===== src/hdl/tblr_pkg.sv =====
`timescale 1ns / 1ps

package tblr_pkg;

    // fixed geometry of the video memory and the background map
    localparam int VRAM_BYTES    = 8192;
    localparam int VRAM_AW       = 13;
    localparam int TILES_PER_ROW = 32;
    localparam int COL_W         = 5;
    localparam int LINE_W        = 8;

    localparam int VISIBLE_LINES_DEF = 144;
    localparam int TOTAL_LINES_DEF   = 154;
    localparam int QUEUE_DEPTH_DEF   = 4;

    localparam logic [VRAM_AW-1:0] MAP_BASE_LOW     = 13'h1800;
    localparam logic [VRAM_AW-1:0] MAP_BASE_HIGH    = 13'h1C00;
    localparam logic [VRAM_AW-1:0] SIGNED_TILE_BASE = 13'h1000;

    localparam logic [COL_W-1:0] LAST_COL = COL_W'(TILES_PER_ROW - 1);

    // input item codes
    localparam logic MODE_WRITE = 1'b0;
    localparam logic MODE_TICK  = 1'b1;

    // configuration register indexes
    localparam logic [1:0] CFG_DISPLAY_ENABLE   = 2'd0;
    localparam logic [1:0] CFG_MAP_SELECT       = 2'd1;
    localparam logic [1:0] CFG_TILE_DATA_SELECT = 2'd2;
    localparam logic [1:0] CFG_SHADE_PALETTE    = 2'd3;

    typedef struct packed {
        logic               mode;
        logic [VRAM_AW-1:0] vram_offset;
        logic [7:0]         write_byte;
    } in_item_t;

    typedef struct packed {
        logic [LINE_W-1:0] line_number;
        logic [COL_W-1:0]  tile_column;
        logic [15:0]       pixel_shades;
        logic              last_group;
    } out_item_t;

    typedef struct packed {
        logic       display_enable;
        logic       map_select;
        logic       tile_data_select;
        logic [7:0] shade_palette;
    } cfg_t;

    // command passed from the front end to the render engine
    typedef struct packed {
        logic               is_render;
        logic [VRAM_AW-1:0] offset;
        logic [7:0]         data;
        logic [LINE_W-1:0]  line;
    } cmd_t;

endpackage


===== src/hdl/tblr_queue.sv =====
`timescale 1ns / 1ps

module tblr_queue
    import tblr_pkg::*;
#(
    parameter int DEPTH = QUEUE_DEPTH_DEF
)
(
    input  logic clk,
    input  logic rst_n,
    input  logic push,
    input  cmd_t push_cmd,
    output logic full,
    input  logic pop,
    output cmd_t head,
    output logic empty
);

    localparam int PW = (DEPTH > 1) ? $clog2(DEPTH) : 1;
    localparam int CW = $clog2(DEPTH + 1);

    cmd_t          slots [DEPTH];
    logic [PW-1:0] wr_ptr_reg;
    logic [PW-1:0] wr_ptr_next;
    logic [PW-1:0] rd_ptr_reg;
    logic [PW-1:0] rd_ptr_next;
    logic [CW-1:0] count_reg;
    logic [CW-1:0] count_next;
    logic          do_push;
    logic          do_pop;

    assign full    = (count_reg == CW'(DEPTH));
    assign empty   = (count_reg == '0);
    assign do_push = push && !full;
    assign do_pop  = pop && !empty;
    assign head    = slots[rd_ptr_reg];

    always_comb
    begin
        wr_ptr_next = wr_ptr_reg;
        rd_ptr_next = rd_ptr_reg;
        count_next  = count_reg;
        if (do_push)
            wr_ptr_next = (wr_ptr_reg == PW'(DEPTH - 1)) ? '0 : wr_ptr_reg + 1'b1;
        if (do_pop)
            rd_ptr_next = (rd_ptr_reg == PW'(DEPTH - 1)) ? '0 : rd_ptr_reg + 1'b1;
        if (do_push && !do_pop)
            count_next = count_reg + 1'b1;
        else if (do_pop && !do_push)
            count_next = count_reg - 1'b1;
    end

    always_ff @(posedge clk or negedge rst_n)
    begin
        if (!rst_n)
        begin
            wr_ptr_reg <= '0;
            rd_ptr_reg <= '0;
            count_reg  <= '0;
        end
        else
        begin
            wr_ptr_reg <= wr_ptr_next;
            rd_ptr_reg <= rd_ptr_next;
            count_reg  <= count_next;
        end
    end

    always_ff @(posedge clk)
    begin
        if (do_push)
            slots[wr_ptr_reg] <= push_cmd;
    end

endmodule


===== config.mk =====
export PLATFORM = sky130hd
export DESIGN_NAME = tblr_queue
export DESIGN_NICKNAME = d
export VERILOG_FILES = /design/src/hdl/tblr_pkg.sv /design/src/hdl/tblr_queue.sv
export SDC_FILE = /design/constraint.sdc
export NUM_CORES = 1
export LEC_CHECK = 0
export BUFFER_PORTS_ARGS = -buffer_cell sky130_fd_sc_hd__buf_2
export CAP_MARGIN = 20
export CORE_AREA = 3 3 98 100
export CTS_CLUSTER_SIZE = 28
export DETAILED_ROUTE_END_ITERATION = 8
export DIE_AREA = 0 0 101 103
export GPL_TIMING_DRIVEN = 0
export MAX_ROUTING_LAYER = met4
export PLACE_DENSITY = 0.87
export SLEW_MARGIN = 20
export SYNTH_ARGS = -nofsm -noshare
export SYNTH_HDL_FRONTEND = slang
export SYNTH_SLANG_ARGS = --single-unit

===== constraint.sdc =====
create_clock -name clk -period 2.9 [get_ports clk]
set_input_delay 0.29 -clock clk [delete_from_list [all_inputs] [get_ports clk]]
set_output_delay 0.29 -clock clk [all_outputs]
set_load 0.005 [all_outputs]

== Word-level counts from Yosys, hierarchy flattened ==
Memories as Yosys holds them, arrays and structs flattened.
Index checks and enable logic that the tools add are counted.

* Bits in registers: 7
* Bits in writable memories: 120
* Bits of input ports: 34
* Output and inout bits: 32
* Word-level logic and storage cells: 27
* Memories kept: 1

{| class="wikitable"
|+ Memories
! memory !! words !! bits a word !! rd ports !! clocked after Yosys merged registers in !! write ports !! RTL line !! source
|-
| slots || 4 || 30 || 1 || 0 || 1 || tblr_queue.sv:22 || <nowiki>cmd_t slots [DEPTH];</nowiki>
|}

* $add $sub $neg: 4
* Eq/ne operators: 3
* Muxes and demuxes: 6
* Reductions and logical operators: 10

{| class="wikitable"
|+ Operators with widths
! kind !! count
|-
| $mux 3 || 2
|-
| $add 2x1->2 const B || 2
|-
| $eq 2x2->1 const B || 2
|-
| $logic_and 1x1->1 || 4
|-
| $logic_not 1->1 || 4
|-
| $mux 2 || 2
|-
| $add 3x1->3 const B || 1
|-
| $eq 3x3->1 const B || 1
|-
| $logic_not 3->1 || 1
|-
| $sub 3x1->3 const B || 1
|-
| $mux 1 || 2
|-
| $reduce_bool 2->1 || 1
|}

== Logic depth before layout (Yosys ltp) ==
* Depth after elaboration: 7
* Depth in mapped cells: 8
* Gate-level depth less buffers: 8

== Least setup slack after synthesis ==
No wires, ideal clock.

* Path kind: register to register
* Start: register wr_ptr_reg[0]
* End: memory slots[3][0] in the netlist's numbering (enable)
* Setup time: 0.417 ns
* Arrival: 1.883 ns
* Required time: 2.483 ns
* Path slack: 0.599 ns
* Cell stages (with the launch flop): 4
* Buffers on the path: 0
* Period minus slack after synthesis: 2.301 ns
* Cell sequence: dfrtp_1 -> ha_1 -> nand2_1 -> nor2_1

{| class="wikitable"
|+ RTL lines
! item !! RTL line !! source
|-
| start: declaration || tblr_queue.sv:23 || <nowiki>logic [PW-1:0] wr_ptr_reg;</nowiki>
|-
| start signal: assignment || tblr_queue.sv:63 || <nowiki>wr_ptr_reg <= wr_ptr_next;</nowiki>
|-
| end: declaration || tblr_queue.sv:22 ||
|}

Straight into the memory's write port.

==> impl_metrics.csv <==
group,metric,value,unit
layout,seqCellArea,3780,um^2
place,portBuffers,65,
synthesis,ys_seq_area_share,78.8,%
layout,syn_to_final_growth,31.8,%
grt,antenna_found_initial,0,
setup_path,startpoint_type,"register",
grt,grt_max_degree,19,
synthesis,synth-xor-area-share,0.548,%
timing,fmax,454,MHz
timing,timing.hold.ws,0.149,ns
cts,clk_pin_slew,0.06,ns
synthesis,synth_top_family_by_area,"multiplexers",
setup_path,crit_chain,"buf_6 -> buf_6 -> mux4_2 -> buf_2",
timing,relSlewSlack,61.3,%
synthesis,netlist_top_cells_area,"edfxtp_1 75%, mux4_2 14%, dfrtp_1 3.7%",
timing,period_needed,2.20,ns
run,drv_cap,0,
synthesis,yosysTopAreaCell,"edfxtp_1",
route,drtIter0Drc,101,
synthesis,synthesis.area,4800,um^2
floorplan,initial_utilization,54.7,%
synthesis,synth_top_area_share,75.1,%
synthesis,synthMuxAreaShare,15.2,%
cts,htreeDepth,4,
timing,tns,0,ns
route,drc_errors,0,
floorplan,die_area,10400,um^2
pwr,cellLeakagePower,2.28,nW
grt,grt_usage,18.5,%
synthesis,yosysWarnings,0,
layout,final_common_cell,"edfxtp_1",
layout,final_net_count,354,
cts,cts.sinks,127,
setup_path,cpMaxStageDelayCell,"mux4_2",
timing,setup_violations,0,
layout,largest_reg_flops,120,
timing,fin_ws,0.696,ns
synthesis,syn-num-nets,235,
setup_path,crit_buf_inv,3,
min_path,hold_path.class,"primary input to async pin",
grt,grt_remaining_overflow,0,
cts,clock_latency,0.51,ns
layout,drive_above_1_share,44.6,%
setup_path,cp_max_fo,10,
synthesis,synth-compound-area-share,0.417,%
timing,drv_slew,0,
status,status,"completed",
floorplan,die_h,103,um
timing,skew,0.00452,ns
timing,tightest_slew,0.579,ns
synthesis,syn_inst,194,
setup_path,timing.critical_path.mode_cell,"buf_6",
floorplan,core-area,8760,um^2
place,hpwl,5170,um
pwr,max-vdd-ir-drop,0.000629,V
synthesis,synth_cell_types,20,
route,ant_nets,0,
synthesis,synthSimpleGateAreaFrac,1.59,%
layout,fin_area,6320,um^2
route,routed_wirelength,8480,um
setup_path,critPathTopFamily,"multiplexers",
setup_path,path_class,"register to primary output",
setup_path,worstSetupPathDepth,4,
floorplan,ios,66,
cts,cts_resized,0,
synthesis,avgSynthCellArea,24.7,um^2
setup_path,cp.arrival,1.91,ns
synthesis,ys_ff_latch,127,
route,wl_per_cell,19.6,um
setup_path,r2r_cells,7,
place,gp_congestion,0.666,
floorplan,num_rows,34,
cts,clockRootBuffer,"clkbuf_8",
layout,multi_input_area,957,um^2
layout,nFillCells,518,
route,viasPerCell,5.40,
layout,layout_common_cells,"120 x edfxtp_1, 68 x buf_2, 31 x dlygate4sd3_1",
route,via_count,2338,
place,dp_slack,0.735,ns
timing,fin_crit_sh,76.0,%
floorplan,die_w,101,um
route,drt_pre_antenna_iters,4,
grt,grt_pass1_vias,2575,
setup_path,max_stage_delay,0.54,ns
place,placed_cell_area,5380,um^2
setup_path,critical_path_required,2.61,ns
timing,rsz0062_at_grt,"no",
layout,antenna_cells,0,
timing,hold_violations,0,
pwr,p_per_area,1040,nW/um^2
setup_path,end_kind,"primary output",
cts,cts_tree,"done",
cts,clk_path_buf_depth,2,
grt,grt_pass1_wl,13200,um
synthesis,synth_fa_ha_area_share,1.98,%
cts,numCtsBuffers,17,
cell families (layout without fill, tap and decap cells):
group                    Yosys count  in the layout
multiplexers                      34             34
flip-flops                       127            127
XOR/XNOR                           3              3
adder cells (fa/ha/maj)            7              7
buffers and inverters             10            141
AND/OR/NAND/NOR                   11             11
AO/OA/AOI/OAI                      2              2
layout make-up:
cell class                 instances  area share, %
tap                              108           2.14
clock inverter                    14           3.43
timing repair buffer             100           11.8
buffer                             7          0.950
sequential                       127           59.8
multi-input combinational         57           15.1
clock buffer                      17           6.55
inverter                           3          0.178
final timing paths:
check | startpoint | to | slack, ns
hold / removal | rst_n | rd_ptr_reg[0] | 0.15
setup / recovery | rd_ptr_reg[0] | head[27] | 0.70
hold reg to reg | count_reg[2] | count_reg[2] | 0.55
min in group clk | pop | rd_ptr_reg[0] | 0.18
max in group asynchronous | rst_n | wr_ptr_reg[1] | 2.58
setup reg to reg | count_reg[0] | count_reg[2] | 0.74
through the flow:
step | std cells | power (W) | utilization (%)
2_1_floorplan | 194 | 0.00365 | -
3_3_place_gp | 367 | 0.00418 | 60.0
3_5_place_dp | 371 | 0.00436 | 61.4
6_report | 433 | 0.00656 | 72.1
5_1_grt | 433 | 0.00687 | 72.1
4_1_cts | 433 | 0.00664 | 72.1
what timing repair did:
action	CTS	global route
hold buffers	31	0
endpoints found under the hold margin	127	0
setup buffers	0	0
layer usage:
metal	vias to the layer above	track usage (%)	wire [um]
li1	1057	-	-
met1	1196	21.8	3450
met2	69	29.9	4520
met3	16	6.02	393
met4	0	7.26	114
met5	-	-	0
where the power goes:
part | switching, W | internal (W)
clock network | 0.000753 | 0.00148
logic | 0.000813 | 0.000936
registers | 0.000150 | 0.00243
cells in the mapped netlist, drive strengths merged:
master / count
o31ai: 1
a21o: 1
xnor2: 1
ha: 6
edfxtp: 120
nor3: 2
buf: 7
nor2b: 1
fa: 1
dfrtp: 7
and2: 3
nand2: 1
xor2: 2
nor3b: 1
mux4: 30
inv: 3
nor2: 3
mux2: 4
Power figures use the tool's default switching activity.
