<file path="config.mk">
export PLATFORM = sky130hd
export DESIGN_NAME = tblr_front
export DESIGN_NICKNAME = d
export VERILOG_FILES = /design/src/hdl/tblr_pkg.sv /design/src/hdl/tblr_front.sv
export SDC_FILE = /design/constraint.sdc
export NUM_CORES = 1
export LEC_CHECK = 0
export ABC_AREA = 0
export BUFFER_PORTS_ARGS = -buffer_cell sky130_fd_sc_hd__buf_2
export CAP_MARGIN = 30
export CELL_PAD_IN_SITES_DETAIL_PLACEMENT = 1
export CELL_PAD_IN_SITES_GLOBAL_PLACEMENT = 2
export CORE_ASPECT_RATIO = 0.9
export CORE_MARGIN = 4
export CORE_UTILIZATION = 18
export CTS_BUF_LIST = sky130_fd_sc_hd__clkbuf_4
export DETAILED_ROUTE_END_ITERATION = 12
export PLACE_DENSITY_LB_ADDON = 0.2
export SETUP_SLACK_MARGIN = 0.02
export SLEW_MARGIN = 20
export SYNTH_ARGS = -nofsm -noshare
export SYNTH_HDL_FRONTEND = slang
export SYNTH_SLANG_ARGS = --single-unit
</file>
<file path="constraint.sdc">
create_clock -name clk -period 2.1 [get_ports clk]
set_clock_uncertainty 0.2 [all_clocks]
set_input_delay 0.105 -clock clk [delete_from_list [all_inputs] [get_ports clk]]
set_output_delay 0.105 -clock clk [all_outputs]
set_load 0.02 [all_outputs]
</file>
<file path="src/hdl/tblr_pkg.sv">
`timescale 1ns / 1ps

package tblr_pkg;

    // fixed geometry of the video memory and the background map
    localparam int VRAM_BYTES    = 8192;
    localparam int VRAM_AW       = 13;
    localparam int TILES_PER_ROW = 32;
    localparam int COL_W         = 5;
    localparam int LINE_W        = 8;

    localparam int VISIBLE_LINES_DEF = 144;
    localparam int TOTAL_LINES_DEF   = 154;
    localparam int QUEUE_DEPTH_DEF   = 4;

    localparam logic [VRAM_AW-1:0] MAP_BASE_LOW     = 13'h1800;
    localparam logic [VRAM_AW-1:0] MAP_BASE_HIGH    = 13'h1C00;
    localparam logic [VRAM_AW-1:0] SIGNED_TILE_BASE = 13'h1000;

    localparam logic [COL_W-1:0] LAST_COL = COL_W'(TILES_PER_ROW - 1);

    // input item codes
    localparam logic MODE_WRITE = 1'b0;
    localparam logic MODE_TICK  = 1'b1;

    // configuration register indexes
    localparam logic [1:0] CFG_DISPLAY_ENABLE   = 2'd0;
    localparam logic [1:0] CFG_MAP_SELECT       = 2'd1;
    localparam logic [1:0] CFG_TILE_DATA_SELECT = 2'd2;
    localparam logic [1:0] CFG_SHADE_PALETTE    = 2'd3;

    typedef struct packed {
        logic               mode;
        logic [VRAM_AW-1:0] vram_offset;
        logic [7:0]         write_byte;
    } in_item_t;

    typedef struct packed {
        logic [LINE_W-1:0] line_number;
        logic [COL_W-1:0]  tile_column;
        logic [15:0]       pixel_shades;
        logic              last_group;
    } out_item_t;

    typedef struct packed {
        logic       display_enable;
        logic       map_select;
        logic       tile_data_select;
        logic [7:0] shade_palette;
    } cfg_t;

    // command passed from the front end to the render engine
    typedef struct packed {
        logic               is_render;
        logic [VRAM_AW-1:0] offset;
        logic [7:0]         data;
        logic [LINE_W-1:0]  line;
    } cmd_t;

endpackage

</file>
<file path="src/hdl/tblr_front.sv">
`timescale 1ns / 1ps

module tblr_front
    import tblr_pkg::*;
#(
    parameter int VISIBLE_LINES = VISIBLE_LINES_DEF,
    parameter int TOTAL_LINES   = TOTAL_LINES_DEF
)
(
    input  logic     clk,
    input  logic     rst_n,
    input  logic     in_valid,
    output logic     in_stall,
    input  in_item_t in_data,
    input  logic     display_enable,
    input  logic     q_full,
    output logic     push,
    output cmd_t     push_cmd
);

    logic [LINE_W-1:0] line_reg;
    logic [LINE_W-1:0] line_next;
    logic              accept;
    logic              is_tick;
    logic              visible;

    assign in_stall = q_full;
    assign accept   = in_valid && !q_full;
    assign is_tick  = (in_data.mode == MODE_TICK);
    assign visible  = (line_reg < LINE_W'(VISIBLE_LINES));

    // writes always go through the queue so they stay ordered with renders
    assign push = accept && (!is_tick || (display_enable && visible));

    always_comb
    begin
        push_cmd.is_render = is_tick;
        push_cmd.offset    = in_data.vram_offset;
        push_cmd.data      = in_data.write_byte;
        push_cmd.line      = line_reg;
    end

    always_comb
    begin
        line_next = line_reg;
        if (accept && is_tick && display_enable)
        begin
            if (line_reg == LINE_W'(TOTAL_LINES - 1))
                line_next = '0;
            else
                line_next = line_reg + 1'b1;
        end
    end

    always_ff @(posedge clk or negedge rst_n)
    begin
        if (!rst_n)
            line_reg <= '0;
        else
            line_reg <= line_next;
    end

endmodule

</file>
Yosys cells after proc, flatten, opt, wreduce, memory -nomap -nowiden
Index checks and enable logic that the tools add are counted.

operators by class
  shift operators = 0
  add/sub/neg operators = 1
  multipliers = 0
  equality and inequality tests = 1
  bitwise logic cells = 0
  reductions and logical operators = 8
  magnitude comparators = 1
  mux-type cells = 1
  divide/modulo/power cells = 0

operators with widths
  kind                   number
  $add A8 B1 Y8 const B  1
  $eq A8 B8 Y1 const B   1
  $lt A8 B8 Y1 const B   1
  $mux W8                1
  $logic_and A1 B1 Y1    5
  $logic_not A1 Y1       2
  $logic_or A1 B1 Y1     1

word-level totals
  memories kept = 0
  bits in latches = 0
  bits in read-only memories = 0
  register bits = 8
  output and inout port bits = 32
  RAM bits = 0
  word-level logic and storage cells = 13

Longest topological paths before layout
  word-level depth = 4
  gate-level depth with buffers = 5
  mapped depth without buffers = 5

Least setup slack after synthesis
OpenSTA, ideal clock, no wires.

  path type = reg2reg
  from = register line_reg[0]
  to = register line_reg[3]
  path buffers = 0
  cell stages (with the launch flop) = 5
  setup time = 0.143 ns
  period minus slack after synthesis = 1.751 ns
  required time = 1.757 ns
  slack = 0.349 ns
  arrival = 1.408 ns
  cell sequence = dfrtp_1 ha_1 or4b_4 o21ai_0 a31oi_1

on the way
  longest elaborated chain between the ends = 2
  elaborated cells between the ends (all ways) = 3
  those cells by class = 1 x add/sub; 1 x eq/ne; 1 x mux

RTL lines
  what                                           line                                text
  start, declared                                tblr_front.sv:21                    logic [LINE_W-1:0] line_reg;
  start signal, assigned                         tblr_front.sv:60                    line_reg <= line_next;
  $add A8 B1 Y8 or $eq A8 B8 Y1 (tied branches)  tblr_front.sv:51, tblr_front.sv:48
  $mux W8 (*)                                    tblr_front.sv:48                    if (line_reg == LINE_W'(TOTAL_LINES - 1))

Mark *: on every way between the ends. The rest lies on a longest branch, timed or not.
A chain may end at the register's enable or synchronous reset.

Worst setup path in the final report
  from = register line_reg[1]
  to = register line_reg[3]

The elaborated chain is that of the path after synthesis.

==> flow_summary.html <==
<table>
<tr><th>Metric</th><th>Value</th></tr>
<tr><th colspan="2">Logic synthesis</th></tr>
<tr><td>Most common cell in the synthesized netlist</td><td>sky130_fd_sc_hd__buf_4</td></tr>
<tr><td>Syn Inst Count</td><td>73</td></tr>
<tr><td>Proportion of netlist area held by the largest area contributor</td><td>between 30% and 40%</td></tr>
<tr><td>Post-synthesis cell area</td><td>around 650 µm²</td></tr>
<tr><td>Commonest register cell after synthesis</td><td>sky130_fd_sc_hd__dfrtp_1</td></tr>
<tr><td>Top post-synthesis cells by area</td><td>sky130_fd_sc_hd__dfrtp_1 (31%), sky130_fd_sc_hd__buf_4 (27%), sky130_fd_sc_hd__o21ai_0 (4.6%)</td></tr>
<tr><td>Syn_nets</td><td>102</td></tr>
<tr><td>Post-synthesis sequential area ratio</td><td>30.8%</td></tr>
<tr><td>Synthesized area divided by synthesized cell count</td><td>8.90 µm²</td></tr>
<tr><td>Commonest cells in the netlist</td><td>sky130_fd_sc_hd__buf_4 (23), sky130_fd_sc_hd__dfrtp_1 (8), sky130_fd_sc_hd__o21ai_0 (6), sky130_fd_sc_hd__nand2_1 (5)</td></tr>
<tr><td>Biggest area consumer among synthesized cells</td><td>sky130_fd_sc_hd__dfrtp_1</td></tr>
<tr><td>Number of enable flip-flop cells after synthesis</td><td>0</td></tr>
<tr><td>Distinct cell type count of the synthesized netlist</td><td>25</td></tr>
<tr><td>Ys Warns</td><td>0</td></tr>
<tr><td>Async set-or-reset flop fraction in the synthesized netlist</td><td>100%</td></tr>
<tr><td>Count of state elements after synthesis</td><td>8</td></tr>
<tr><th colspan="2">Route</th></tr>
<tr><td>Number of remaining DRC errors</td><td>0</td></tr>
<tr><td>Aggregate routed wire length</td><td>1580 µm</td></tr>
<tr><td>Drt first-iter violations</td><td>31</td></tr>
<tr><td>Post-route ant nets</td><td>0</td></tr>
<tr><td>Detail-routed via count per cell</td><td>4.22</td></tr>
<tr><td>Routed vias</td><td>477</td></tr>
<tr><td>Average wire length per cell after detail routing</td><td>approximately 14 µm</td></tr>
<tr><td>First-pass DRT Iterations</td><td>4</td></tr>
<tr><th colspan="2">Clock network</th></tr>
<tr><td>Maximum number of buffers from clock root to sink</td><td>2</td></tr>
<tr><td>CTS buffer count</td><td>3</td></tr>
<tr><td>Worst-skew pair later-pin latency</td><td>260 ps</td></tr>
<tr><td>Post-CTS setup-driven buffer insertion count</td><td>0</td></tr>
<tr><td>CTS clock-pin slew for the worst setup and hold paths</td><td>60 ps</td></tr>
<tr><td>CTS root buf</td><td>sky130_fd_sc_hd__clkbuf_4</td></tr>
<tr><td>TritonCTS clock tree</td><td>yes</td></tr>
<tr><td>Number of sinks on the clock net</td><td>8</td></tr>
<tr><td>H-Tree Level Count</td><td>1</td></tr>
<tr><th colspan="2">Setup path</th></tr>
<tr><td>Library cell contributing the largest single delay on the critical path</td><td>sky130_fd_sc_hd__or4b_4</td></tr>
<tr><td>Data arrival time of the critical path</td><td>1680 ps</td></tr>
<tr><td>Slowest stage delay, CP</td><td>~480 ps</td></tr>
<tr><td>Required arrival time at the worst endpoint</td><td>2030 ps</td></tr>
<tr><td>Cell family with the largest share of critical-path delay</td><td>simple AND/OR/NAND/NOR gates</td></tr>
<tr><td>Worst Path Class, Setup</td><td>reg -&gt; reg</td></tr>
<tr><td>Critical path depth in cells</td><td>5</td></tr>
<tr><td>Worst-case reg-to-reg path depth</td><td>5</td></tr>
<tr><td>Element type at the critical path end</td><td>register</td></tr>
<tr><td>Kind of start point of the critical path</td><td>register</td></tr>
<tr><td>Buffers plus inverters on the worst setup path</td><td>1</td></tr>
<tr><td>Crit path max fanout</td><td>6</td></tr>
<tr><td>Cell Chain, Critical Path</td><td>inv_1 &gt; ha_1 &gt; or4b_4 &gt; o21ai_0 &gt; a31oi_1</td></tr>
<tr><th colspan="2">Global routing</th></tr>
<tr><td>Total Routing Usage GR</td><td>7.78%</td></tr>
<tr><td>Antenna violations before repair</td><td>0</td></tr>
<tr><td>Overflow left after global routing</td><td>0</td></tr>
<tr><td>M2 GR Usage</td><td>roughly an eighth</td></tr>
<tr><td>Met3 track demand over resource in global routing</td><td>4.50%</td></tr>
<tr><td>Wire length of the first global-routing pass</td><td>2690 µm</td></tr>
<tr><td>GRT met1 Usage</td><td>8.93%</td></tr>
<tr><td>Vias in the first global route</td><td>about 550</td></tr>
<tr><td>Most used routing layer</td><td>met2</td></tr>
<tr><td>Pin count of the biggest net entering global routing</td><td>10</td></tr>
<tr><th colspan="2">Timing</th></tr>
<tr><td>Unrepaired setup endpoints after global routing</td><td>no</td></tr>
<tr><td>Maximum achievable frequency</td><td>571 MHz</td></tr>
<tr><td>Setup-violating endpoint count in the final report</td><td>0</td></tr>
<tr><td>TNS Setup</td><td>0 ps</td></tr>
<tr><td>Final worst-path cycle share</td><td>between 80% and 90%</td></tr>
<tr><td>Fin. max-slew vios</td><td>0</td></tr>
<tr><td>Slew @ Worst Pin</td><td>between 300 and 400 ps</td></tr>
<tr><td>Max-slew headroom at the worst pin</td><td>79.6%</td></tr>
<tr><td>Crit path setup slack, layout</td><td>348 ps</td></tr>
<tr><td>Post-route minimum period</td><td>1750 ps</td></tr>
<tr><td>Final number of hold-violating endpoints</td><td>0</td></tr>
<tr><th colspan="2">Job</th></tr>
<tr><td>Max-cap violations</td><td>0</td></tr>
<tr><th colspan="2">Floorplan</th></tr>
<tr><td>Floorplan row count</td><td>20</td></tr>
<tr><td>Die area</td><td>0.00463 mm²</td></tr>
<tr><td>Die height</td><td>roughly 65 µm</td></tr>
<tr><td>Starting density of the core</td><td>between 10% and 20%</td></tr>
<tr><td>Number of top-level pins</td><td>59</td></tr>
<tr><td>Core area</td><td>0.00343 mm²</td></tr>
<tr><td>Die Span X</td><td>71.3 µm</td></tr>
<tr><th colspan="2">Min path</th></tr>
<tr><td>Hold crit path type</td><td>in -&gt; out</td></tr>
<tr><td>Worst hold stages</td><td>0</td></tr>
<tr><th colspan="2">Final layout</th></tr>
<tr><td>Max reg flops</td><td>8</td></tr>
<tr><td>Area delta synth-&gt;final</td><td>-1.35%</td></tr>
<tr><td># diodes</td><td>0</td></tr>
<tr><td>Number of nets in the final layout</td><td>100</td></tr>
<tr><td>Layout cell share with drive strength beyond 1</td><td>between 30% and 40%</td></tr>
<tr><td>Finished Core Util</td><td>18.7%</td></tr>
<tr><th colspan="2">Place</th></tr>
<tr><td>IO Port Bufs</td><td>16</td></tr>
<tr><td>Post-detailed-placement half-perimeter wirelength</td><td>1170 µm</td></tr>
<tr><td>Post-Place Worst Slack</td><td>327 ps</td></tr>
<tr><td>Final weighted congestion in routability-driven placement</td><td>approximately 0.70</td></tr>
<tr><th colspan="2">Status</th></tr>
<tr><td>Outcome</td><td>finished, final reports clean</td></tr>
<tr><th colspan="2">Pwr</th></tr>
<tr><td>Leak Pwr</td><td>0.304 nW</td></tr>
<tr><td>Worst vdd rail ir drop</td><td>0.171 mV</td></tr>
<tr><td>Ratio of total power to cell area</td><td>798 mW/mm²</td></tr>
</table>
-- worst reg2reg max path, delay by kind of cell, from the launching register on --
kind,cells,cell delay (ps)
simple gates,1,480
flops,1,430
compound gates,2,320
fa+ha+maj,1,130
buf+inv,1,80
-- where the power goes --
part	leakage, nW	switching, mW	internal (mW)
combinational	0.188	0.0971	0.0614
clock	0.0138	0.0627	0.0661
sequential	0.102	0.0455	0.178
total	0.304	0.205	0.306
-- cell usage in the layout (no fill, tap or decap), types with 3 or more instances in the layout --
cell                       instances
sky130_fd_sc_hd__buf_2            16
sky130_fd_sc_hd__dfrtp_1           8
sky130_fd_sc_hd__o21ai_0           6
sky130_fd_sc_hd__nand2_1           5
sky130_fd_sc_hd__inv_1             3
sky130_fd_sc_hd__nand3_1           3
sky130_fd_sc_hd__clkbuf_4          3
-- logic make-up after synthesis --
logic type / share of synthesized area [%]
buf+inv: 28.9
simple gates: 19.3
compound gates: 14.5
flops: 30.8
xor+xnor: 2.70
fa+ha+maj: 3.85
-- per-layer routing --
| layer | vias to the layer above | routed length [µm] |
|---|---|---|
| li1 | 230 | - |
| met1 | 232 | 693 |
| met2 | 13 | 775 |
| met3 | 2 | 103 |
| met4 | 0 | 8 |
| met5 | - | 0 |
-- stage by stage --
| step | std cells | total power, mW | cell area (µm²) | hold slack, ps |
|---|---|---|---|---|
| floorplan | 73 | 0.379 | 649 | -391 |
| global placement | 109 | 0.390 | 608 | -233 |
| detailed placement | 109 | 0.388 | 608 | -229 |
| CTS | 113 | 0.525 | 641 | 10.1 |
| global route | 113 | 0.554 | 641 | 10.0 |
| finish | 113 | 0.511 | 641 | 10.0 |
-- what timing repair did --
action / in CTS / in global routing
endpoints found under the hold margin: 8 / 0
hold buffers: 1 / 0
resized for setup: 0 / 0
-- final timing paths --
| kind | start | endpoint | slack, ps |
|---|---|---|---|
| min reg2reg | line_reg[6]$_DFFE_PN0P_ | line_reg[6]$_DFFE_PN0P_ | 370 |
| max reg2reg | line_reg[1]$_DFFE_PN0P_ | line_reg[3]$_DFFE_PN0P_ | 350 |
| max | line_reg[1]$_DFFE_PN0P_ | line_reg[3]$_DFFE_PN0P_ | 350 |
| min | in_data[19] | push_cmd[27] | 10 |
| max in group asynchronous | rst_n | line_reg[1]$_DFFE_PN0P_ | 1500 |
| min in group asynchronous | rst_n | line_reg[2]$_DFFE_PN0P_ | 20 |
-- cell type report --
class / count / area, µm²
repair buffers: 17 / 90.1
flip-flops and latches: 8 / 200
clock buffers: 3 / 22.5
multi-input cells: 38 / 262
fillers: 403 / 2790
inverters: 3 / 11.3
well taps: 44 / 55.1
Power figures use the tool's default switching activity.
